==> src/rtl/permutation_rank_unrank_defines.svh <==
// assertion macros shared by the rtl
`ifndef PERMUTATION_RANK_UNRANK_DEFINES_SVH
`define PERMUTATION_RANK_UNRANK_DEFINES_SVH

// antecedent implies consequent in the same cycle
`define PRUR_ASSERT_IMP(name, clk_s, rst_s, ante, cons) \
  name: assert property (@(posedge clk_s) disable iff (!rst_s) (ante) |-> (cons)) \
    else $error("prur assertion failed");

// antecedent implies consequent in the next cycle
`define PRUR_ASSERT_NXT(name, clk_s, rst_s, ante, cons) \
  name: assert property (@(posedge clk_s) disable iff (!rst_s) (ante) |=> (cons)) \
    else $error("prur assertion failed");

`endif

==> src/rtl/prur_pkg.sv <==
package prur_pkg;

  localparam int PERM_SIZE_DEF = 11;
  localparam int NIB_W         = 4;
  localparam int PERM_W        = 44;
  localparam int RANK_W        = 26;
  localparam int PERM_NIBS     = PERM_W / NIB_W;
  localparam int RECIP_W       = 32;

  typedef enum logic {
    REQ_RANK   = 1'b0,
    REQ_UNRANK = 1'b1
  } req_t;

  typedef struct packed {
    req_t req;
    logic bad;
  } ctl_t;

endpackage

==> src/rtl/prur_back.sv <==
module prur_back #(
  parameter int PERM_SIZE = prur_pkg::PERM_SIZE_DEF
) (
  input  logic                                      clk,
  input  logic                                      rst_n,
  input  logic                                      up_valid,
  output logic                                      up_ready,
  input  prur_pkg::ctl_t                            up_ctl,
  input  logic [PERM_SIZE-1:0][prur_pkg::NIB_W-1:0] up_perm,
  input  logic [prur_pkg::RANK_W-1:0]               up_val,
  output logic                                      dn_valid,
  input  logic                                      dn_ready,
  output logic [prur_pkg::RANK_W-1:0]               dn_rank,
  output logic [prur_pkg::PERM_W-1:0]               dn_perm,
  output logic                                      dn_bad
);
  import prur_pkg::*;

  logic [PERM_W-1:0] packed_perm;
  logic              valid_r;
  logic [RANK_W-1:0] rank_r, rank_nxt;
  logic [PERM_W-1:0] perm_r, perm_nxt;
  logic              bad_r;

  // only the low positions fit the packed result
  for (genvar gi = 0; gi < PERM_NIBS; gi++) begin : g_pack
    if (gi < PERM_SIZE) begin : g_pos
      assign packed_perm[gi*NIB_W +: NIB_W] = up_perm[gi];
    end else begin : g_zero
      assign packed_perm[gi*NIB_W +: NIB_W] = '0;
    end
  end

  always_comb begin
    rank_nxt = ((up_ctl.req == REQ_RANK) && !up_ctl.bad) ? up_val : '0;
    perm_nxt = (up_ctl.req == REQ_UNRANK) ? packed_perm : '0;
  end

  assign up_ready = !valid_r || dn_ready;

  always_ff @(posedge clk) begin
    if (!rst_n) begin
      valid_r <= 1'b0;
    end else if (up_ready) begin
      valid_r <= up_valid;
    end
  end

  always_ff @(posedge clk) begin
    if (up_ready && up_valid) begin
      rank_r <= rank_nxt;
      perm_r <= perm_nxt;
      bad_r  <= up_ctl.bad;
    end
  end

  assign dn_valid = valid_r;
  assign dn_rank  = rank_r;
  assign dn_perm  = perm_r;
  assign dn_bad   = bad_r;

endmodule

==> config.mk <==
export PLATFORM = sky130hd
export DESIGN_NAME = prur_back
export DESIGN_NICKNAME = d
export VERILOG_FILES = /design/src/rtl/permutation_rank_unrank_defines.svh /design/src/rtl/prur_pkg.sv /design/src/rtl/prur_back.sv
export SDC_FILE = /design/constraint.sdc
export NUM_CORES = 1
export LEC_CHECK = 0
export BUFFER_PORTS_ARGS = -buffer_cell sky130_fd_sc_hd__buf_4
export CORE_MARGIN = 2
export CORE_UTILIZATION = 40
export CTS_BUF_LIST = sky130_fd_sc_hd__clkbuf_16
export DETAILED_ROUTE_END_ITERATION = 8
export PLACE_DENSITY = 0.76
export SLEW_MARGIN = 20
export SYNTH_ARGS = -nofsm -noshare
export SYNTH_HDL_FRONTEND = slang
export SYNTH_SLANG_ARGS = --single-unit
==> constraint.sdc <==
create_clock -name clk -period 3.1 [get_ports clk]
set_clock_uncertainty 0.05 [all_clocks]
set_input_delay 0.775 -clock clk [delete_from_list [all_inputs] [get_ports clk]]
set_output_delay 0.775 -clock clk [all_outputs]
set_load 0.1 [all_outputs]
# Yosys cells after proc, flatten, opt, wreduce, memory -nomap -nowiden
# Cells that the tools add are included.
# W data, S select, Z words.
# word_totals
out_inout_bits	73
input_bits	76
mem_bits_rw	0
mem_bits_ro	0
ff_bits	72
n_memories	0
latchBits	0
# op_classes
mux	0
order_cmp	0
bitwise	1
shifts	0
n_mul	0
eq_ne	0
add_sub_neg	0
reduce_logical	5
div	0
# ops
op	count
$logic_and A1 B1 Y1	2
$logic_not A1 Y1	2
$logic_or A1 B1 Y1	1
$not A1 Y1	1

# Longest topological paths before layout
# logic_depth
ltp_word	3
ltp_mapped	3
depth_no_buf	2

# Least setup slack after synthesis
# No wires, ideal clock.
# synth_timing
path_type	input to register
start	input dn_ready
end	register bad_r, in the netlist dn_bad, enable pin
arrival_time_ns	3.356
required_ns	2.614
setup_ns	0.436
setup_slack_ns	-0.742
cell_stages	2
n_path_buf	0
cell_sequence	nand2b_1 > and2_1
# synth_via
elab_chain_len	2
# synth_lines
item	line	rtl
from (decl)	prur_back.sv:12	input logic dn_ready,
$logic_or A1 B1 Y1	prur_back.sv:39	assign up_ready = !valid_r || dn_ready;
$logic_and A1 B1 Y1	prur_back.sv:50	if (up_ready && up_valid) begin
to (signal assigned)	prur_back.sv:53	bad_r <= up_ctl.bad;
to (decl)	prur_back.sv:23	logic bad_r;
# Every way passes these cells.
# A chain may end at the register's enable or synchronous reset.

# Worst setup path after layout
# layout_timing
start	input dn_ready
end	output up_ready
# layout_via
elab_chain_len	1
# layout_lines
item	line	rtl
$logic_or A1 B1 Y1	prur_back.sv:39	
to (decl)	prur_back.sv:7	output logic up_ready,
# Every way passes these cells.

==> flow_summary.toml <==
[clock_network]
cts_made_buffers = 9
cts_tree = "yes"
cts.path.max_buffers = 2
clkTransAtPathRegs_ps = 50
h-tree-depth = 3
cts_hold_buf = 0
postCtsResizedCells = 0
cts-root-buf = "clkbuf_16"
insertion_delay_ps = 310
clkSinkCount = 72
postCtsSetupRepairBufs = 0

[power_and_ir_drop]
p_per_area_nw_per_um2 = 650.2
p_leak_uw = 0.001806
peakVddDrop_mv = 0.4055

[sta]
clock.fmax_mhz = 472.8
setup_violations = 0
period_needed_ps = 2115
fin_crit_sh = 0.6823
worstMarginPinSlew_ps = 889.1
final.setup.worst_slack_ps = 984.9
rsz0062_at_grt = "no"
finalMaxSlewViolations = 0
relSlewSlack = 0.4072
hold_viol = 0
fin_setup_tns_ps = 0

[global_routing]
grt.total_usage = 0.1437
antenna_found_initial = 0
grt_overflow_total = 0
grt_max_degree = 72
grt_pass1_vias = 1685
grt_pass1_wl_microns = 7921

[routing]
drc = 0
wl_per_cell_microns = 13.86
vias = 1719
drt_iter0_markers = 73
drt_wl_total_microns = 5379
drt-pass1-iter-count = 4
vias_per_cell = 4.430
ant_nets = 0

[worst_setup_path]
r2r_end = "dn_bad"
crit_type = "in2out"
crit_cells = 3
cp_top_family = "buffers and inverters"
worst_setup_path_start_kind = "input pin"
worstPathCellList = "buf_4, nand2b_2, buf_4"
end_kind = "output port"
critPathRequiredTime_ps = 2270
cpPeakStageDelay_ps = 230
cp_data_arrival_time_ps = 1290
cp_max_fo = 3
cp-startpoint = "dn_ready"
r2r_start = "dn_valid"
rrSetupSlack_ps = 1520
path_buf_inv = 2
crit_path_end = "up_ready"
cp_slowest_cell = "buf_4"
crit_top_cell = "buf_4"
reg2regPathDepth = 2

[yosys]
synth-seq-cells = 72
yosysMostFrequentCell = "edfxtp_1"
yosysSeqAreaShare = 0.7883
synthFlopType = "edfxtp_1"
synth_area_per_cell_sq_um = 17.84
yosys-top-cells-count = "edfxtp_1 (71), and2_1 (41), and2_4 (20)"
ys_top_cells_by_area = "edfxtp_1 (78%), and2_1 (9.4%), and2_4 (6.4%), and2_2 (2.7%), buf_6 (0.82%)"
netlist_instances = 153
ys_warn_count = 0
synth_nets = 229
async_flop_share = 0
yosysUniqueCellTypes = 11
synth_edf_count = 71
synth_top_area_frac = 0.7809
synth.largest_area_cell = "edfxtp_1"
synth_area_sq_um = 2730

[placed_design]
io_buffers = 148
placed_area_sq_um = 3904
globalplace.congestion = 0.6938
pre_cts_ws_ps = 912.8

[die]
dieArea_sq_um = 7502
ios = 149
die_x_microns = 86.62
rows = 30
initial_core_util = 0.4086
coreArea_sq_um = 6681
die_h_microns = 86.62

[cells_and_area]
syn_to_final_growth_pct = 51.83
num_antenna_cells = 0
nNetsFinal = 382
nFillCells = 507
drive_gt1_frac = 0.6201
final_area_sq_um = 4145

[job]
max_cap_violations = 0

[status]
status = "finished, final reports clean"

[hold_path]
hp-class = "reg2reg"
worst reg2reg max path, stage by stage, from the launching register on:
cell      delay (ps)
dfxtp_1          310
nand2b_2          80
and2_4           740
cell usage in the layout, fill, tap and decap left out:
master and count:
nor2_4 1, inv_1 2, clkbuf_16 9, nand2b_2 1, dfxtp_1 1, clkinv_2 1
and2_1 40, buf_4 148, clkinv_1 2, and2_2 10, a21boi_0 1, and2_4 21
edfxtp_1 71
sequential cells by signal, indices dropped and copies added, names as in the netlist:
| register | cells |
|---|---|
| dn_rank | 26 |
| dn_bad | 1 |
| dn_perm | 44 |
| dn_valid | 1 |
per-layer routing:
metal / vias to the layer above / GRT usage / share of wire
met4: 0 / 0.06392 / 0.013
met5: - / 0 / 0
met1: 780 / 0.1539 / 0.35
met3: 9 / 0.06571 / 0.11
li1: 840 / - / -
met2: 90 / 0.2434 / 0.53
how the worst min path moves through the flow:
stage,depth (start not counted),slack [ps],start,to
floorplan,0,820,up_ctl[0],dn_bad
global placement,2,450,dn_valid,dn_valid
CTS,2,470,dn_valid,dn_valid
detailed placement,2,470,dn_valid,dn_valid
finish,2,470,dn_valid,dn_valid
global route,2,500,dn_valid,dn_valid
final cells by class:
type	instances	area, sq um	area share
tap	80	100.1	0.02415
sequential	72	2152	0.5192
multi-input combinational	74	536.8	0.1295
timing repair buffer	148	1111	0.2680
clock inverter	4	16.27	0.003924
clock buffer	9	225.2	0.05433
inverter	1	3.754	0.0009055
metrics by stage:
step,hold WS [ps],cells,total power (uW),utilization
2_1_floorplan,823.9,153,1694,-
3_3_place_gp,453.8,375,1864,0.5843
3_5_place_dp,466.8,375,1874,0.5843
4_1_cts,474.0,388,2722,0.6204
5_1_grt,500.5,388,2799,0.6204
6_report,466.3,388,2695,0.6204
report_power, final:
part | internal [uW] | switching, uW
sequential | 1150 | 18.0
combinational | 164 | 520
clock | 516 | 331
total | 1830 | 869
cells by family (layout without fill, tap and decap cells):
family / after synthesis / in the layout / synth area share
and+or+nand+nor: 73 / 73 / 0.1920
DFF: 72 / 72 / 0.7883
AOI/OAI and AO/OA: 1 / 1 / 0.002751
buffers and inverters: 7 / 162 / 0.01696
(Power assumes the default switching activity.)
