## src/rtl/permutation_rank_unrank_defines.svh

```systemverilog
// assertion macros shared by the rtl
`ifndef PERMUTATION_RANK_UNRANK_DEFINES_SVH
`define PERMUTATION_RANK_UNRANK_DEFINES_SVH

// antecedent implies consequent in the same cycle
`define PRUR_ASSERT_IMP(name, clk_s, rst_s, ante, cons) \
  name: assert property (@(posedge clk_s) disable iff (!rst_s) (ante) |-> (cons)) \
    else $error("prur assertion failed");

// antecedent implies consequent in the next cycle
`define PRUR_ASSERT_NXT(name, clk_s, rst_s, ante, cons) \
  name: assert property (@(posedge clk_s) disable iff (!rst_s) (ante) |=> (cons)) \
    else $error("prur assertion failed");

`endif

```

## src/rtl/prur_pkg.sv

```systemverilog
package prur_pkg;

  localparam int PERM_SIZE_DEF = 11;
  localparam int NIB_W         = 4;
  localparam int PERM_W        = 44;
  localparam int RANK_W        = 26;
  localparam int PERM_NIBS     = PERM_W / NIB_W;
  localparam int RECIP_W       = 32;

  typedef enum logic {
    REQ_RANK   = 1'b0,
    REQ_UNRANK = 1'b1
  } req_t;

  typedef struct packed {
    req_t req;
    logic bad;
  } ctl_t;

endpackage

```

## src/rtl/prur_front.sv

```systemverilog
module prur_front #(
  parameter int PERM_SIZE = prur_pkg::PERM_SIZE_DEF
) (
  input  logic                                      clk,
  input  logic                                      rst_n,
  input  logic                                      up_valid,
  output logic                                      up_ready,
  input  logic                                      up_req,
  input  logic [prur_pkg::PERM_W-1:0]               up_perm,
  input  logic [prur_pkg::RANK_W-1:0]               up_rank,
  output logic                                      dn_valid,
  input  logic                                      dn_ready,
  output prur_pkg::ctl_t                            dn_ctl,
  output logic [PERM_SIZE-1:0][prur_pkg::NIB_W-1:0] dn_perm,
  output logic [prur_pkg::RANK_W-1:0]               dn_val
);
  import prur_pkg::*;

  localparam int PRES_W = 1 << NIB_W;
  localparam int CMP_W  = NIB_W + 1;

  logic [PERM_SIZE-1:0][NIB_W-1:0] nib;
  logic [PRES_W-1:0]               pres;
  logic                            out_rng;
  logic                            bad;

  logic                            valid_r;
  ctl_t                            ctl_r, ctl_nxt;
  logic [PERM_SIZE-1:0][NIB_W-1:0] perm_r, perm_nxt;
  logic [RANK_W-1:0]               val_r, val_nxt;

  // positions past the packed field read as zero
  for (genvar gi = 0; gi < PERM_SIZE; gi++) begin : g_nib
    if (gi < PERM_NIBS) begin : g_in
      assign nib[gi] = up_perm[gi*NIB_W +: NIB_W];
    end else begin : g_zero
      assign nib[gi] = '0;
    end
  end

  // a permutation has every value below the size present exactly once
  always_comb begin
    pres    = '0;
    out_rng = 1'b0;
    for (int i = 0; i < PERM_SIZE; i++) begin
      if ({1'b0, nib[i]} >= CMP_W'(PERM_SIZE)) out_rng = 1'b1;
      pres = pres | (PRES_W'(1) << nib[i]);
    end
    bad = out_rng || (pres[PERM_SIZE-1:0] != {PERM_SIZE{1'b1}});
  end

  always_comb begin
    ctl_nxt.req = up_req ? REQ_UNRANK : REQ_RANK;
    ctl_nxt.bad = !up_req && bad;
    for (int i = 0; i < PERM_SIZE; i++) begin
      perm_nxt[i] = up_req ? NIB_W'(i) : nib[i];
    end
    val_nxt = up_req ? up_rank : '0;
  end

  assign up_ready = !valid_r || dn_ready;

  always_ff @(posedge clk) begin
    if (!rst_n) begin
      valid_r <= 1'b0;
    end else if (up_ready) begin
      valid_r <= up_valid;
    end
  end

  always_ff @(posedge clk) begin
    if (up_ready && up_valid) begin
      ctl_r  <= ctl_nxt;
      perm_r <= perm_nxt;
      val_r  <= val_nxt;
    end
  end

  assign dn_valid = valid_r;
  assign dn_ctl   = ctl_r;
  assign dn_perm  = perm_r;
  assign dn_val   = val_r;

endmodule

```

## config.mk

```make
export PLATFORM = sky130hd
export DESIGN_NAME = prur_front
export DESIGN_NICKNAME = d
export VERILOG_FILES = /design/src/rtl/permutation_rank_unrank_defines.svh /design/src/rtl/prur_pkg.sv /design/src/rtl/prur_front.sv
export SDC_FILE = /design/constraint.sdc
export NUM_CORES = 1
export LEC_CHECK = 0
export ABC_AREA = 1
export BUFFER_PORTS_ARGS = -buffer_cell sky130_fd_sc_hd__buf_2
export CORE_UTILIZATION = 47
export CTS_BUF_LIST = sky130_fd_sc_hd__clkbuf_4
export DETAILED_ROUTE_END_ITERATION = 8
export PLACE_DENSITY = 0.91
export SLEW_MARGIN = 20
export SYNTH_ARGS = -nofsm -noshare
export SYNTH_HDL_FRONTEND = slang
export SYNTH_SLANG_ARGS = --single-unit
```

## constraint.sdc

```tcl
create_clock -name clk -period 4.8 [get_ports clk]
set_input_delay 0.72 -clock clk [delete_from_list [all_inputs] [get_ports clk]]
set_output_delay 0.72 -clock clk [all_outputs]
set_load 0.01 [all_outputs]
```

; Word-level counts from Yosys, hierarchy flattened
; Cells that the tools add are included.
[totals]
word_cells = 66
regBits = 73
[classes]
shifts = 11
n_lt_le_gt_ge = 11
n_eq_ne = 1
reduce_logical = 6
n_mux = 12
bitwise_logic = 10
[ops]
columns = op, n
row1 = "1-bit by 4-bit << shifter with 11-bit output, first input constant", 11
row2 = 11-bit OR, 10
row3 = "4-bit greater-or-equal comparator, second input constant", 11
row4 = 1-bit 2-to-1 mux, 12
row5 = "11-bit != test, second input constant", 1
row6 = 1-bit logical AND, 2
row7 = 1-bit logical NOT, 2
row8 = 1-bit logical OR, 2

; Depth between registers and ports, before layout
[depth]
ltp_word = 14
depth_mapped = 12
ltp_nobuf = 12

; Worst setup path before layout
; OpenSTA, ideal clock, no wires.
[synth_path]
path_kind = input-to-reg
startpoint = input port up_valid
endpoint = register ctl_r, in the netlist dn_ctl[0] (enable)
required_ns = 4.274
path_stages = 2
path_buffers = 0
setup_slack_ns = 0.027
setup_time_ns = 0.526
arrival_ns = 4.247
path_cell_list = inv_1 -> a21oi_1
[synth_between]
elab_chain_len = 1
[synth_rtl]
columns = element, line
row1 = start: declaration, prur_front.sv:6  ; input logic up_valid,
row2 = 1-bit logical AND, prur_front.sv:72  ; if (up_ready && up_valid) begin
row3 = end signal: assignment, prur_front.sv:73  ; ctl_r <= ctl_nxt;
row4 = end: declaration, prur_front.sv:28  ; ctl_t ctl_r, ctl_nxt;
; Every way passes these cells.
; A chain may end at the register's enable or synchronous reset.

; Final worst setup path
[layout_path]
startpoint = input port dn_ready
endpoint = register perm_r, in the netlist dn_perm[23] (enable)
[layout_between]
elab_chain_len = 2
[layout_rtl]
columns = element, line
row1 = start: declaration, prur_front.sv:12  ; input logic dn_ready,
row2 = 1-bit logical OR, prur_front.sv:61  ; assign up_ready = !valid_r || dn_ready;
row3 = 1-bit logical AND, prur_front.sv:72
row4 = end signal: assignment, prur_front.sv:74  ; perm_r <= perm_nxt;
row5 = end: declaration, prur_front.sv:29  ; logic [PERM_SIZE-1:0][NIB_W-1:0] perm_r, perm_nxt;
; Every way passes these cells.

==> results.md <==
* Slew margin rel. at 34.90%
* Leakage Power at roughly 2.8 nW
* Avg Synthesized Cell Area at ~7.3 µm²
* Layout area overhead at 25.44%
* Starting DRT DRC Count at approximately 190
* Placer Congestion at about 0.9
* Top Family by Delay on Critical Path: buffers and inverters
* Post-synthesis instance area at roughly 4100 µm²
* Power per cell area at 295.0 nW/µm²
* Crit. Startpoint: dn_ready
* Global route overflow at 0
* Buf+Inv Stages, Crit Path at 3
* Crit path depth at 4
* Clk slew on worst S/H paths at between 0.1 and 0.15 ns
* CTS tree: built
* Clk_lat worst skew at between 0.4 and 0.5 ns
* Layout Nets at roughly 800
* Initial antenna violation count at 0
* First-pass GRT wire length at 17.61 mm
* Root Buffer: clkbuf_4
* Critical path, cell by cell: buf_2, inv_1, a21oi_4, buf_4
* Status: finished, final reports clean
* Routed wire per std cell at approximately 14 µm
* Die W at around 96 µm
* Total setup buffers inserted after CTS at 0
* WP data required at slightly below 5 ns
* CTS sink cnt at 73
* Share of cells above drive strength 1 at 26.00%
* Setup violators final at 0
* DRC viols at 0
* Max Slew Vio Count at 0
* Fin Clk Skew at between 0.015 and 0.02 ns
* CP arrival at roughly 2.2 ns
* Critical path fanouts, max at 45
* DP Wirelength at ~9.4 mm
* CTS Hold Bufs at 0
* Final core occ at between 60% and 70%
* Count of different cell masters after synthesis at 19
* Finished Layout Cells at approximately 830
* Die area at slightly above 9000 µm²
* PostCTS Resize Cnt at 0
* CP endpoint kind: flop
* Initial Utilization at 49.47%
* FP Rows at 33
* Crit-path slowest cell: a21oi_4
* I/O pin cnt at 149
* Synth warn at 0
* Worst Hold Class: in -> reg
* Worst r2r src: dn_valid$_SDFFE_PN0N_
* Die Ht at 95.93 µm
* CP Class: in -> reg
* Post-Syn Nets at 644
* ANT cells at 0
* PortBufs at between 100 and 150
* WL final at between 10 and 15 mm
* Num CTS Buffers at 9
* Critical Path Sink: dn_perm[23]$_SDFFCE_PP0P_
* Vias in the first global route at around 3800
* Pin count of the biggest net entering global routing at 58
* Worst-margin pin slew at 0.9765 ns
* Synthesized netlist cell count at 569
* Core ar. at between 8000 and 9000 µm²
* Max Cap Violations at 0
* Final min period at 2.149 ns
* #FFs+latches synth at 73
* R2R Setup Slk at approximately 2.7 ns
* Post-synthesis sequential area ratio at between 50% and 60%
* VDD IR max at 0.1624 mV
* Setup TNS at 0 ns
* Clock tree buffer depth at 2
* First-pass detailed-route iteration total at 4
* Fin crit share at approximately 45%
* Routed Antenna Nets at 0
* Worst Reg-to-Reg Cells at 2
* CTS H-tree depth at 3
* Vias at 4016
* Reg2Reg Capture Point: dn_perm[23]$_SDFFCE_PP0P_
* RSZ-0062 raised after global routing: no
* Endpoints failing hold at 0
* Avg Vias per Cell at 4.827
* Nature of the critical path startpoint: primary input
* All-Layer GR Usage at roughly a quarter
* Max incr delay on CP at approximately 0.73 ns
* Max Fclk at ~470 MHz
* Placed insts at 816
## worst register-to-register path: stages (launching register included)
cell and delay (ns):
dfxtp_1 0.37, a21oi_4 0.74, buf_4 0.62
## per-stage QoR
stage / setup WS [ns] / hold WS [ns] / total power [mW] / cell area [µm²]
finish: 2.651 / 0.5256 / 1.534 / 5201
global route: 2.536 / 0.5218 / 1.598 / 5201
CTS: 2.632 / 0.5163 / 1.541 / 5201
detailed placement: 2.181 / 0.5451 / 1.038 / 5011
global placement: 2.275 / 0.5269 / 1.031 / 5011
floorplan: 0.02708 / 0.5953 / 0.9208 / 4146
## power breakdown
group | internal, mW | total (mW) | switching, mW
sequential | 0.746 | 0.757 | 0.0103
combinational | 0.0922 | 0.267 | 0.175
clock | 0.273 | 0.510 | 0.237
## layout make-up
| type | count | area, µm² |
|---|---|---|
| Clock inverter | 6 | 115.1 |
| Multi-Input combinational cell | 403 | 1627 |
| Inverter | 86 | 322.8 |
| Fill cell | 771 | 3181 |
| Timing Repair Buffer | 149 | 748.2 |
| Sequential cell | 73 | 2182 |
| Clock buffer | 10 | 75.07 |
| Tap cell | 105 | 131.4 |
## cells in the mapped netlist
cell	count	area share, %
inv_1	78	7.1
dfxtp_1	1	0.48
nand3_2	3	0.72
nor3_1	5	0.60
nand4_1	1	0.15
or2_2	1	0.15
a21oi_1	1	0.12
nor2_1	124	11
o21ai_1	1	0.12
edfxtp_1	72	52
inv_2	8	0.72
and2_1	1	0.15
nand3_1	18	2.2
nor2_2	11	1.7
clkbuf_1	7	0.63
o21ai_0	8	0.97
nand2_1	227	21
o211ai_1	1	0.18
a21boi_0	1	0.18
## state kept, by name, summed over array words and instances (netlist names)
name	cells
dn_valid	1
dn_perm	44
dn_ctl	2
dn_val	26
## worst min path at each step
| stage | startpoint | endpoint | cells past startpoint |
|---|---|---|---|
| after floorplan | dn_valid$_SDFFE_PN0N_ | dn_valid$_SDFFE_PN0N_ | 2 |
| after global placement | dn_valid$_SDFFE_PN0N_ | dn_valid$_SDFFE_PN0N_ | 2 |
| after detailed placement | dn_valid$_SDFFE_PN0N_ | dn_valid$_SDFFE_PN0N_ | 2 |
| after CTS | rst_n | dn_valid$_SDFFE_PN0N_ | 2 |
| after global routing | rst_n | dn_valid$_SDFFE_PN0N_ | 2 |
| final | rst_n | dn_valid$_SDFFE_PN0N_ | 2 |
## cell usage in the layout, fill, tap and decap left out, drive strengths merged, types with 3 or more instances in the layout
cell    instances
buf           149
bufinv          3
o21ai           9
nor3            5
inv            88
clkbuf         10
nand2         227
nand3          21
nor2          135
edfxtp         72
## logic make-up (layout without fill, tap and decap cells)
kind of cell    count (synthesis)  after routing  synth area share (%)
compound gates                 12             12                 1.569
simple gates                  391            391                 37.39
buf+inv                        93            251                 8.419
flops                          73             73                 52.63
## routing by layer
metal,vias up,GRT usage (%),share of wire (%)
met4,0,6.841,0.91
li1,2044,-,-
met2,167,46.85,49
met1,1797,32.31,43
met3,8,5.134,7.2
met5,-,0,0
Note: power is estimated with default switching activity, not from simulation.
