[src/rtl/permutation_rank_unrank_defines.svh]
// assertion macros shared by the rtl
`ifndef PERMUTATION_RANK_UNRANK_DEFINES_SVH
`define PERMUTATION_RANK_UNRANK_DEFINES_SVH

// antecedent implies consequent in the same cycle
`define PRUR_ASSERT_IMP(name, clk_s, rst_s, ante, cons) \
  name: assert property (@(posedge clk_s) disable iff (!rst_s) (ante) |-> (cons)) \
    else $error("prur assertion failed");

// antecedent implies consequent in the next cycle
`define PRUR_ASSERT_NXT(name, clk_s, rst_s, ante, cons) \
  name: assert property (@(posedge clk_s) disable iff (!rst_s) (ante) |=> (cons)) \
    else $error("prur assertion failed");

`endif

[src/rtl/prur_pkg.sv]
package prur_pkg;

  localparam int PERM_SIZE_DEF = 11;
  localparam int NIB_W         = 4;
  localparam int PERM_W        = 44;
  localparam int RANK_W        = 26;
  localparam int PERM_NIBS     = PERM_W / NIB_W;
  localparam int RECIP_W       = 32;

  typedef enum logic {
    REQ_RANK   = 1'b0,
    REQ_UNRANK = 1'b1
  } req_t;

  typedef struct packed {
    req_t req;
    logic bad;
  } ctl_t;

endpackage

[src/rtl/prur_slot.sv]
module prur_slot #(
  parameter int PERM_SIZE = prur_pkg::PERM_SIZE_DEF,
  parameter int SLOT      = 0
) (
  input  logic                                      clk,
  input  logic                                      rst_n,
  input  logic                                      up_valid,
  output logic                                      up_ready,
  input  prur_pkg::ctl_t                            up_ctl,
  input  logic [PERM_SIZE-1:0][prur_pkg::NIB_W-1:0] up_perm,
  input  logic [prur_pkg::RANK_W-1:0]               up_val,
  output logic                                      dn_valid,
  input  logic                                      dn_ready,
  output prur_pkg::ctl_t                            dn_ctl,
  output logic [PERM_SIZE-1:0][prur_pkg::NIB_W-1:0] dn_perm,
  output logic [prur_pkg::RANK_W-1:0]               dn_val
);
  import prur_pkg::*;

  localparam int  IDX_W   = (PERM_SIZE > 1) ? $clog2(PERM_SIZE) : 1;
  localparam int  RANK_R  = PERM_SIZE - SLOT;
  localparam bit  UNR_ON  = (SLOT + 1 < PERM_SIZE);
  localparam int  UNR_IDX = UNR_ON ? SLOT + 1 : 0;
  localparam int  UNR_DIV = SLOT + 2;
  localparam int  PROD_W  = RANK_W + RECIP_W;
  localparam logic [RECIP_W-1:0] Recip = RECIP_W'((64'd1 << RECIP_W) / UNR_DIV);

  // stage a: rank search and swap, or reciprocal product for unrank
  logic [IDX_W-1:0]                m_rk;
  logic                            found;
  logic [PROD_W-1:0]               prod;
  logic [PERM_SIZE-1:0][NIB_W-1:0] a_perm_nxt;
  logic [RANK_W-1:0]               a_tmp_nxt;

  logic                            a_valid_r;
  ctl_t                            a_ctl_r;
  logic [PERM_SIZE-1:0][NIB_W-1:0] a_perm_r;
  logic [RANK_W-1:0]               a_val_r, a_tmp_r;
  logic                            a_ready;

  // stage b: rank fold, or quotient correction and swap for unrank
  logic [RANK_W-1:0]               mul_r;
  logic [RANK_W-1:0]               qd;
  logic [RANK_W-1:0]               rem;
  logic [RANK_W-1:0]               q;
  logic [IDX_W-1:0]                m_un;
  logic [PERM_SIZE-1:0][NIB_W-1:0] b_perm_nxt;
  logic [RANK_W-1:0]               b_val_nxt;

  logic                            b_valid_r;
  ctl_t                            b_ctl_r;
  logic [PERM_SIZE-1:0][NIB_W-1:0] b_perm_r;
  logic [RANK_W-1:0]               b_val_r;
  logic                            b_ready;

  always_comb begin
    m_rk  = '0;
    found = 1'b0;
    for (int j = 0; j < PERM_SIZE; j++) begin
      if (!found && (j < RANK_R) && (up_perm[j] == NIB_W'(RANK_R - 1))) begin
        m_rk  = IDX_W'(j);
        found = 1'b1;
      end
    end
    prod       = PROD_W'(up_val) * PROD_W'(Recip);
    a_perm_nxt = up_perm;
    if (up_ctl.req == REQ_RANK) begin
      a_perm_nxt[IDX_W'(RANK_R - 1)] = up_perm[m_rk];
      a_perm_nxt[m_rk]               = up_perm[IDX_W'(RANK_R - 1)];
      a_tmp_nxt                      = RANK_W'(m_rk);
    end else begin
      // estimate is the quotient or one below it
      a_tmp_nxt = prod[PROD_W-1:RECIP_W];
    end
  end

  always_comb begin
    mul_r = RANK_W'(a_val_r * RANK_W'(RANK_R));
    qd    = RANK_W'(a_tmp_r * RANK_W'(UNR_DIV));
    rem   = a_val_r - qd;
    if (rem >= RANK_W'(UNR_DIV)) begin
      q    = a_tmp_r + RANK_W'(1);
      m_un = IDX_W'(rem - RANK_W'(UNR_DIV));
    end else begin
      q    = a_tmp_r;
      m_un = IDX_W'(rem);
    end
    b_perm_nxt = a_perm_r;
    b_val_nxt  = a_val_r;
    if (a_ctl_r.req == REQ_RANK) begin
      b_val_nxt = mul_r + RANK_W'(a_tmp_r[IDX_W-1:0]);
    end else if (UNR_ON) begin
      b_val_nxt                = q;
      b_perm_nxt[IDX_W'(UNR_IDX)] = a_perm_r[m_un];
      b_perm_nxt[m_un]            = a_perm_r[IDX_W'(UNR_IDX)];
    end
  end

  assign b_ready  = !b_valid_r || dn_ready;
  assign a_ready  = !a_valid_r || b_ready;
  assign up_ready = a_ready;

  always_ff @(posedge clk) begin
    if (!rst_n) begin
      a_valid_r <= 1'b0;
      b_valid_r <= 1'b0;
    end else begin
      if (a_ready) a_valid_r <= up_valid;
      if (b_ready) b_valid_r <= a_valid_r;
    end
  end

  always_ff @(posedge clk) begin
    if (a_ready && up_valid) begin
      a_ctl_r  <= up_ctl;
      a_perm_r <= a_perm_nxt;
      a_val_r  <= up_val;
      a_tmp_r  <= a_tmp_nxt;
    end
    if (b_ready && a_valid_r) begin
      b_ctl_r  <= a_ctl_r;
      b_perm_r <= b_perm_nxt;
      b_val_r  <= b_val_nxt;
    end
  end

  assign dn_valid = b_valid_r;
  assign dn_ctl   = b_ctl_r;
  assign dn_perm  = b_perm_r;
  assign dn_val   = b_val_r;

endmodule

[config.mk]
export PLATFORM = sky130hd
export DESIGN_NAME = prur_slot
export DESIGN_NICKNAME = d
export VERILOG_FILES = /design/src/rtl/permutation_rank_unrank_defines.svh /design/src/rtl/prur_pkg.sv /design/src/rtl/prur_slot.sv
export SDC_FILE = /design/constraint.sdc
export NUM_CORES = 1
export LEC_CHECK = 0
export ABC_CLOCK_PERIOD_IN_PS = 9400
export BUFFER_PORTS_ARGS = -buffer_cell sky130_fd_sc_hd__buf_2
export CORE_ASPECT_RATIO = 1.75
export CORE_MARGIN = 2
export CORE_UTILIZATION = 50
export CTS_CLUSTER_SIZE = 14
export DETAILED_ROUTE_END_ITERATION = 16
export GPL_TIMING_DRIVEN = 0
export MAX_ROUTING_LAYER = met4
export PLACE_DENSITY = 0.74
export REMOVE_ABC_BUFFERS = 1
export SLEW_MARGIN = 5
export SYNTH_ARGS = -nofsm -noshare
export SYNTH_HDL_FRONTEND = slang
export SYNTH_SLANG_ARGS = --single-unit
[constraint.sdc]
create_clock -name clk -period 9.4 [get_ports clk]
set_input_delay 0.47 -clock clk [delete_from_list [all_inputs] [get_ports clk]]
set_output_delay 0.47 -clock clk [all_outputs]
set_load 0.02 [all_outputs]
Word level (Yosys, flattened, before mapping)
Index checks and enable logic that the tools add are counted.
Widths: inputs -> output; s select.
{"block": "word_totals", "regBits": 172, "input_bits": 76, "output_inout_bits": 74, "word_cells": 115}
{"block": "op_classes", "add_sub_neg": 4, "n_mul": 1, "magnitude_cmp": 5, "n_eq_ne": 11, "mux": 34, "reduce_logical": 28}
{"operator": "$bwmux 44", "n": 2}
{"operator": "$mux 44", "n": 2}
{"operator": "$mux 26", "n": 2}
{"operator": "$eq 4x4->1 const B", "n": 11}
{"operator": "$mux 4", "n": 9}
{"operator": "$demux 4 s4", "n": 2}
{"operator": "$add 26x1->26 const B", "n": 1}
{"operator": "$add 26x4->26", "n": 1}
{"operator": "$ge 26x2->1 const B", "n": 1}
{"operator": "$mul 26x4->26 const B", "n": 1}
{"operator": "$sub 26x26->26", "n": 1}
{"operator": "$bmux 4 s4", "n": 1}
{"operator": "$logic_and 1x1->1", "n": 14}
{"operator": "$logic_not 1->1", "n": 12}
{"operator": "$mux 1", "n": 11}
{"operator": "$lt 4x5->1 const B", "n": 2}
{"operator": "$mux 3", "n": 3}
{"operator": "$ge 4x1->1 const B", "n": 2}
{"operator": "$mux 2", "n": 2}
{"operator": "$sub 4x2->4 const B", "n": 1}
{"operator": "$logic_or 1x1->1", "n": 2}

Longest topological paths before layout
Gate-level depths: netlist of the first run.
{"block": "logic_depth", "ltp_word": 38, "mapped_depth": 17, "ltp_nobuf": 17}

Worst setup path after synthesis of the first run
Ideal clock, no wire load.
{"block": "synth_path", "path_type": "flip-flop to flip-flop", "start": "register a_val_r[6]", "end": "register b_val_r[25] (netlist: dn_val[25]), data pin", "setup_time_ns": 0.269, "arrival_ns": 4.165, "t_required_ns": 9.131, "slack_ns": 4.967, "stages_incl_launch_ff": 18, "n_path_buf": 0, "period_less_slack_ns": 4.433, "cell_sequence": "edfxtp_1 -> ha_1 -> inv_1 -> fa_1 -> inv_1 -> ha_1 -> ha_1 -> a21o_1 -> a221oi_1 -> nand2_1 -> a41oi_1 -> nor3_1 -> o31ai_1 -> o21ai_0 -> or4_1 -> a31oi_1 -> xnor2_1 -> o21ai_0"}
{"block": "synth_via", "elab_chain_cells": 4, "elab_cells_between_ends": 6}
{"item": "start, declared", "line": "prur_slot.sv:38", "text": "logic [RANK_W-1:0] a_val_r, a_tmp_r;"}
{"item": "start signal, assigned", "line": "prur_slot.sv:117", "text": "a_val_r <= up_val;"}
{"item": "branches (longest 3 deep; another with $mul 26x4->26)"}
{"item": "$mux 26 *", "line": "prur_slot.sv:90", "text": "if (a_ctl_r.req == REQ_RANK) begin"}
{"item": "net b_val_nxt[25]", "line": "prur_slot.sv:48", "text": "logic [RANK_W-1:0] b_val_nxt;"}
{"item": "end signal, assigned", "line": "prur_slot.sv:123", "text": "b_val_r <= b_val_nxt;"}
{"item": "end, declared", "line": "prur_slot.sv:53", "text": "logic [RANK_W-1:0] b_val_r;"}
Mark *: on every way through the listed nets, which the timed path passes.
A chain may end at the register's enable or synchronous reset.

Worst setup path after layout of the first run
{"block": "layout_path", "start": "register a_val_r[0]", "end": "register b_val_r[25] (netlist: dn_val[25]), data pin"}
Same word-level chain as after synthesis.

==> impl_results.md, run 1 <==
- Status: finished, final reports clean
- Core area: 23800 um^2
- Peak Freq: 174 MHz
- Max IR drop VDD: 125 uV
- CP most frequent cell: ha_1
- Worst slew pin tran: 1.10 ns
- Number of synthesized flops with an enable pin: 169
- RR Endpoint: dn_val[25]
- Sequential area share after synthesis: 42.3%
- Vias per inst: 5.72
- Critical Path RT: 9.59 ns
- Finished Core Util: 57.6%
- Worst skew pair latency: 0.46 ns
- Most Crowded Layer GR: met2
- Rel. slew slack: 25.5%
- TritonCTS clock tree: yes
- Hold endpoint: a_ctl_r[0]
- RSZ-0062 raised after global routing: no
- Most frequent cells after synthesis: edfxtp_1 (169), inv_1 (154), ha_1 (98)
- Die width: 122 um
- Total CTS buffers: 17
- Critical path type: reg2reg
- Via count: 9175
- CTS H-Tree Depth: 4
- Die area: 25500 um^2
- Cell count after synthesis: 1171
- Die height: 210 um
- Maximum clock path buffer count: 2
- WP data arrival: 5.92 ns
- Gates resized, CTS repair: 0
- Wire length per cell: 19.1 um
- Total power: 2.46 mW
- Final Max Tran Viols: 0
- # diodes: 0
- Ys Warns: 0
- Largest net degree at the start of global routing: 65
- Power Density: 179 nW/um^2
- Clk sinks: 171
- Iter 0 DRT Violations: 522
- Crit path launch type: flop
- Max cap viols: 0
- P&R area growth vs syn: 13.5%
- HP Start: up_ctl[0]
- Slowest cell on the critical path: edfxtp_1
- Distinct cells, synth: 79
- Syn avg cell area: 10.3 um^2
- Ys async rst share: 0%
- HP Class: in2reg
- Crit share post-route: 61.0%
- Crit-path max cell delay: 0.84 ns
- Synth Register Bits: 171
- WHS Path Cells: 1
- Minimum clock period: 5.74 ns
- Setup WS post-layout: 3.66 ns
- Initial antenna violation count: 0
- GRT Resource Usage Total: 25.5%
- Worst Hold Slack: 0.185 ns
- Share of the synthesized area in the top cell type: 42.0%
- Global Route met3 Usage: 3.70%
- CTS Hold Bufs: 0
- Ys flop type: edfxtp_1
- Post-CTS setup buffer count: 0
- Nets: 1483
- Synth area leaders: edfxtp_1 (42%), ha_1 (10%), inv_1 (4.8%)
- CTS clk-pin slew, worst paths: 0.06 ns
- Fin. Hold Viols: 0
- Setup TNS: 0 ns
- Grt total ovfl: 0
- Final Instance Count excl. Fillers: 1605
- Final ANT Viol Nets: 0
- Drt first pass iters: 7
- Fin area: 13700 um^2
- Finish-stage setup viols: 0
- Pleak: 5.77 nW
- I/O Pins: 150
- Mapped Area: 12100 um^2
- CP startpoint: a_val_r[0]
- Cell taking the most area after synthesis: edfxtp_1
- First-pass GRT wire length: 47700 um
- Global-route track usage on met1: 24.1%
- Clock Skews: 0.0106 ns
- HPWL after detailed placement: 24000 um
- Worst r2r src: a_val_r[0]
- Cell Rows: 75
- Drt total wl: 30600 um
- Placed cell area: 13100 um^2
- CP Cell Sequence: ha_1, ha_1, inv_1, fa_1, inv_1, ha_1, a21o_1, a21oi_1, o21bai_1, a41oi_1, nor3_1, o31ai_1, o21ai_0, or4_1, a31oi_1, xnor2_1, o21ai_0
- Most frequent cell after synthesis: edfxtp_1
- Placed insts: 1573
- DRC violations left: 0
- Root Driver: clkbuf_16
- Met2 global-route usage: 48.6%
- Pre-CTS WS: 3.71 ns
- R2R depth: 17
- Worst setup EP type: flop
- CP Max Fanout: 19
- GPL Wtd Cong: 0.928
- Vias in the first global route: 9399
- Initial core utilization: 50.7%
- FF-to-FF setup slack: 3.66 ns
- PortBufs: 149
- Share of post-route cells with drive strength above 1: 19.8%
==> critical path, delay by kind of cell, from the launching register on <==
kind | cells | cell delay (ns)
fa+ha+maj | 4 | 1.48
xor+xnor | 1 | 0.16
buf+inv | 2 | 0.10
flops | 1 | 0.84
compound gates | 8 | 2.29
simple gates | 2 | 0.60
==> cells in the final DEF (no fill, tap or decap), types with 24 or more instances in the layout <==
cell / instances
a21oi_1: 62
and2_1: 35
buf_2: 149
edfxtp_1: 169
fa_1: 25
ha_1: 98
inv_1: 154
mux2_2: 44
nand2_1: 50
nor2_1: 76
nor2b_1: 24
nor3_1: 39
o21ai_0: 42
xnor2_1: 43
==> logic make-up (layout without fill, tap and decap cells) <==
kind of cell	after synthesis	after routing	share of synthesized area (%)
adder cells (fa/ha/maj)	123	123	14.3
XOR/XNOR	57	57	4.13
flip-flops	171	171	42.3
buffers and inverters	215	341	6.92
AND/OR/NAND/NOR	337	337	15.0
multiplexers	59	59	5.65
AO/OA/AOI/OAI	209	209	11.7
==> state kept, by name, summed over array words and instances (netlist names) <==
signal / count
dn_valid: 1
dn_perm: 44
dn_ctl: 2
a_perm_r: 44
dn_val: 26
a_ctl_r: 2
a_tmp_r: 25
a_valid_r: 1
a_val_r: 26
==> area by class of cell <==
cell class                      count  area, um^2
Multi-Input combinational cell    785        6170
Inverter                          154         578
Fill cell                        2078       10100
Clock inverter                     14         168
Sequential cell                   171        5110
Clock buffer                       18         429
Tap cell                          308         385
Timing Repair Buffer              155         878
==> where the power goes <==
group | switching [mW] | leakage, nW | total, mW | internal, mW
sequential | 0.0380 | 1.65 | 0.951 | 0.913
clock | 0.311 | 0.284 | 0.728 | 0.418
combinational | 0.456 | 3.84 | 0.777 | 0.321
total | 0.805 | 5.77 | 2.46 | 1.65
==> per-layer routing <==
metal	vias up	routed length (um)	share of wire, %
li1	4405	-	-
met1	4366	10300	34
met4	0	1410	4.6
met2	312	17700	58
met3	92	1230	4.0
met5	-	0	0
==> worst max path at each step <==
stage / to / cells past startpoint
final: dn_val[25] / 17
after global routing: dn_val[25] / 17
after CTS: dn_val[25] / 17
after detailed placement: dn_val[25] / 17
after global placement: dn_val[23] / 3
after floorplan: dn_val[25] / 17
(Power assumes the default switching activity.)
==> run 2, diff against run 1 <==
Settings changed: ABC_CLOCK_PERIOD_IN_PS 9400 to 5600.
Clock period 9.4 ns to 5.6 ns, I/O delays scaled along.
==> run 2 against run 1 <==
Clock skew hardly changed. Die area stayed put. Clock power is 68% higher. Setup slack worse by 3.3 ns. Maximum frequency is 8.8% higher.
==> impl_results.md, run 2 (same netlist as run 1, synthesis figures left out) <==
- GRT Resource Usage Total: 25.7% (+0.25 points)
- Drt first pass iters: 6 (-1)
- Final Instance Count excl. Fillers: 1628 (+1.4%)
- Die area: 25500 um^2 (unchanged)
- Rel. slew slack: 25.1% (-0.46 points)
- DRC violations left: 0 (unchanged)
- Via count: 9307 (+1.4%)
- Clock Skews: 0.0107 ns (+0.000106 ns)
- # diodes: 0 (unchanged)
- WHS Path Cells: 1 (unchanged)
- Total CTS buffers: 17 (unchanged)
- Finished Core Util: 58.6% (+0.99 points)
- PortBufs: 149 (unchanged)
- Die height: 210 um (unchanged)
- Share of post-route cells with drive strength above 1: 19.8% (+0.034 points)
- WP data arrival: 5.48 ns (-0.44 ns)
- Worst slew pin tran: 1.11 ns (+0.0124 ns)
- Pre-CTS WS: -0.0890 ns (-3.80 ns)
- Maximum clock path buffer count: 2 (unchanged)
- Largest net degree at the start of global routing: 65 (unchanged)
- Critical path type: reg2reg
- HPWL after detailed placement: 24000 um (unchanged)
- Final ANT Viol Nets: 0 (unchanged)
- Cell Rows: 75 (unchanged)
- Max IR drop VDD: 210 uV (+68%)
- Die width: 122 um (unchanged)
- CTS clk-pin slew, worst paths: 0.07 ns (about the same)
- Final Max Tran Viols: 0 (unchanged)
- Power Density: 297 nW/um^2 (+66%)
- HP Class: in2reg
- Clk sinks: 171 (unchanged)
- Setup WS post-layout: 0.325 ns (-3.34 ns)
- Most frequent cells in the layout: edfxtp_1 (169), inv_1 (154), buf_2 (149)
- Worst Hold Slack: 0.0132 ns (-0.171 ns)
- Placed insts: 1573 (unchanged)
- Initial core utilization: 50.7% (unchanged)
- GPL Wtd Cong: 0.928 (unchanged)
- Critical Path RT: 5.81 ns (-3.78 ns)
- Peak Freq: 190 MHz (+8.8%)
- Status: finished, final reports clean
- Vias per inst: 5.72 (about the same)
- Crit path launch type: flop
- RSZ-0062 raised after global routing: no
- Drt total wl: 31100 um (+1.7%)
- I/O Pins: 150 (unchanged)
- Most common cell after layout, fill and taps aside: edfxtp_1
- Minimum clock period: 5.28 ns (-0.462 ns)
- P&R area growth vs syn: 15.5%
- CTS H-Tree Depth: 4 (unchanged)
- Worst skew pair latency: 0.46 ns (about the same)
- First-pass GRT wire length: 48200 um (+1.1%)
- Grt total ovfl: 0 (unchanged)
- Max cap viols: 0 (unchanged)
- Finish-stage setup viols: 0 (unchanged)
- Vias in the first global route: 9554 (+1.6%)
- Worst setup EP type: flop
- Root Driver: clkbuf_16
- Core area: 23800 um^2 (unchanged)
- TritonCTS clock tree: yes
- CP Max Fanout: 10 (-9)
- R2R depth: 13 (-4)
- Pleak: 5.87 nW (+1.7%)
- Initial antenna violation count: 0 (unchanged)
- Iter 0 DRT Violations: 482 (-7.7%)
- Fin. Hold Viols: 0 (unchanged)
- Wire length per cell: 19.1 um (+0.23%)
- Nets: 1506 (+1.6%)
- Crit share post-route: 94.2% (+33 points)
## run 2: cell count changes in the layout (fill, tap and decap cells not counted)
cell and delta:
a41oi_2 +1, dlygate4sd3_1 +20, o31ai_1 -1, o31ai_2 +1
buf_4 +3, a41oi_1 -1
## run 2: where the power goes
part	switching [mW]	internal [mW]	total, mW
clock	0.521	0.701	1.22
sequential	0.0617	1.53	1.59
combinational	0.777	0.551	1.33
## run 2: repair_timing
| item | in CTS | in global routing |
|---|---|---|
| endpoints found under the hold margin | 20 | 0 |
| buffers inserted | 3 | 0 |
| hold buffers | 20 | 0 |
| resized for setup | 0 | 2 |
| setup endpoints to repair | 1 | 1 |
## run 2: worst max-delay path, cell delays in order (launching register included)
cell and delay, ns:
edfxtp_1 0.46, inv_1 0.12, ha_1 0.37, o21ai_0 0.11
a21oi_1 0.41, o22a_1 0.25, a21oi_2 0.10, o41ai_2 0.55
xor2_1 0.13, or4_1 0.79, nor3_4 0.52, nor2_1 0.14
nor3_1 0.64, mux2_2 0.43
## run 2: path summary, 6_finish.rpt
kind / startpoint / end / slack (ns)
setup reg to reg: a_tmp_r[2] / dn_perm[39] / 0.32
setup / recovery: a_tmp_r[2] / dn_perm[39] / 0.32
hold reg to reg: a_ctl_r[0] / dn_ctl[0] / 0.42
hold / removal: up_val[24] / a_val_r[24] / 0.01
## run 2: area by class of cell
class                   count  area, um^2
clock buffers              18         429
well taps                 308         385
clock inverters            14         168
repair buffers            178        1100
fillers                  2056        9880
inverters                 154         578
multi-input cells         785        6180
flip-flops and latches    171        5110
## run 2: stage by stage
stage | total power, mW | setup TNS, ns | cell area, um^2
6_report | 4.14 | 0 | 14000
5_1_grt | 4.36 | 0 | 14000
4_1_cts | 4.14 | 0 | 13900
3_5_place_dp | 2.91 | -0.0890 | 13100
3_3_place_gp | 2.88 | -26.02 | 13000
2_1_floorplan | 2.56 | 0 | 11800
## run 2: per-layer routing
| layer | part of all wire, % | GRT usage, % | wire (um) |
|---|---|---|---|
| met1 | 34 | 24.1 | 10600 |
| met2 | 57 | 49.1 | 17800 |
| met3 | 3.7 | 3.78 | 1170 |
| met4 | 5.1 | 13.5 | 1590 |
| met5 | 0 | - | 0 |
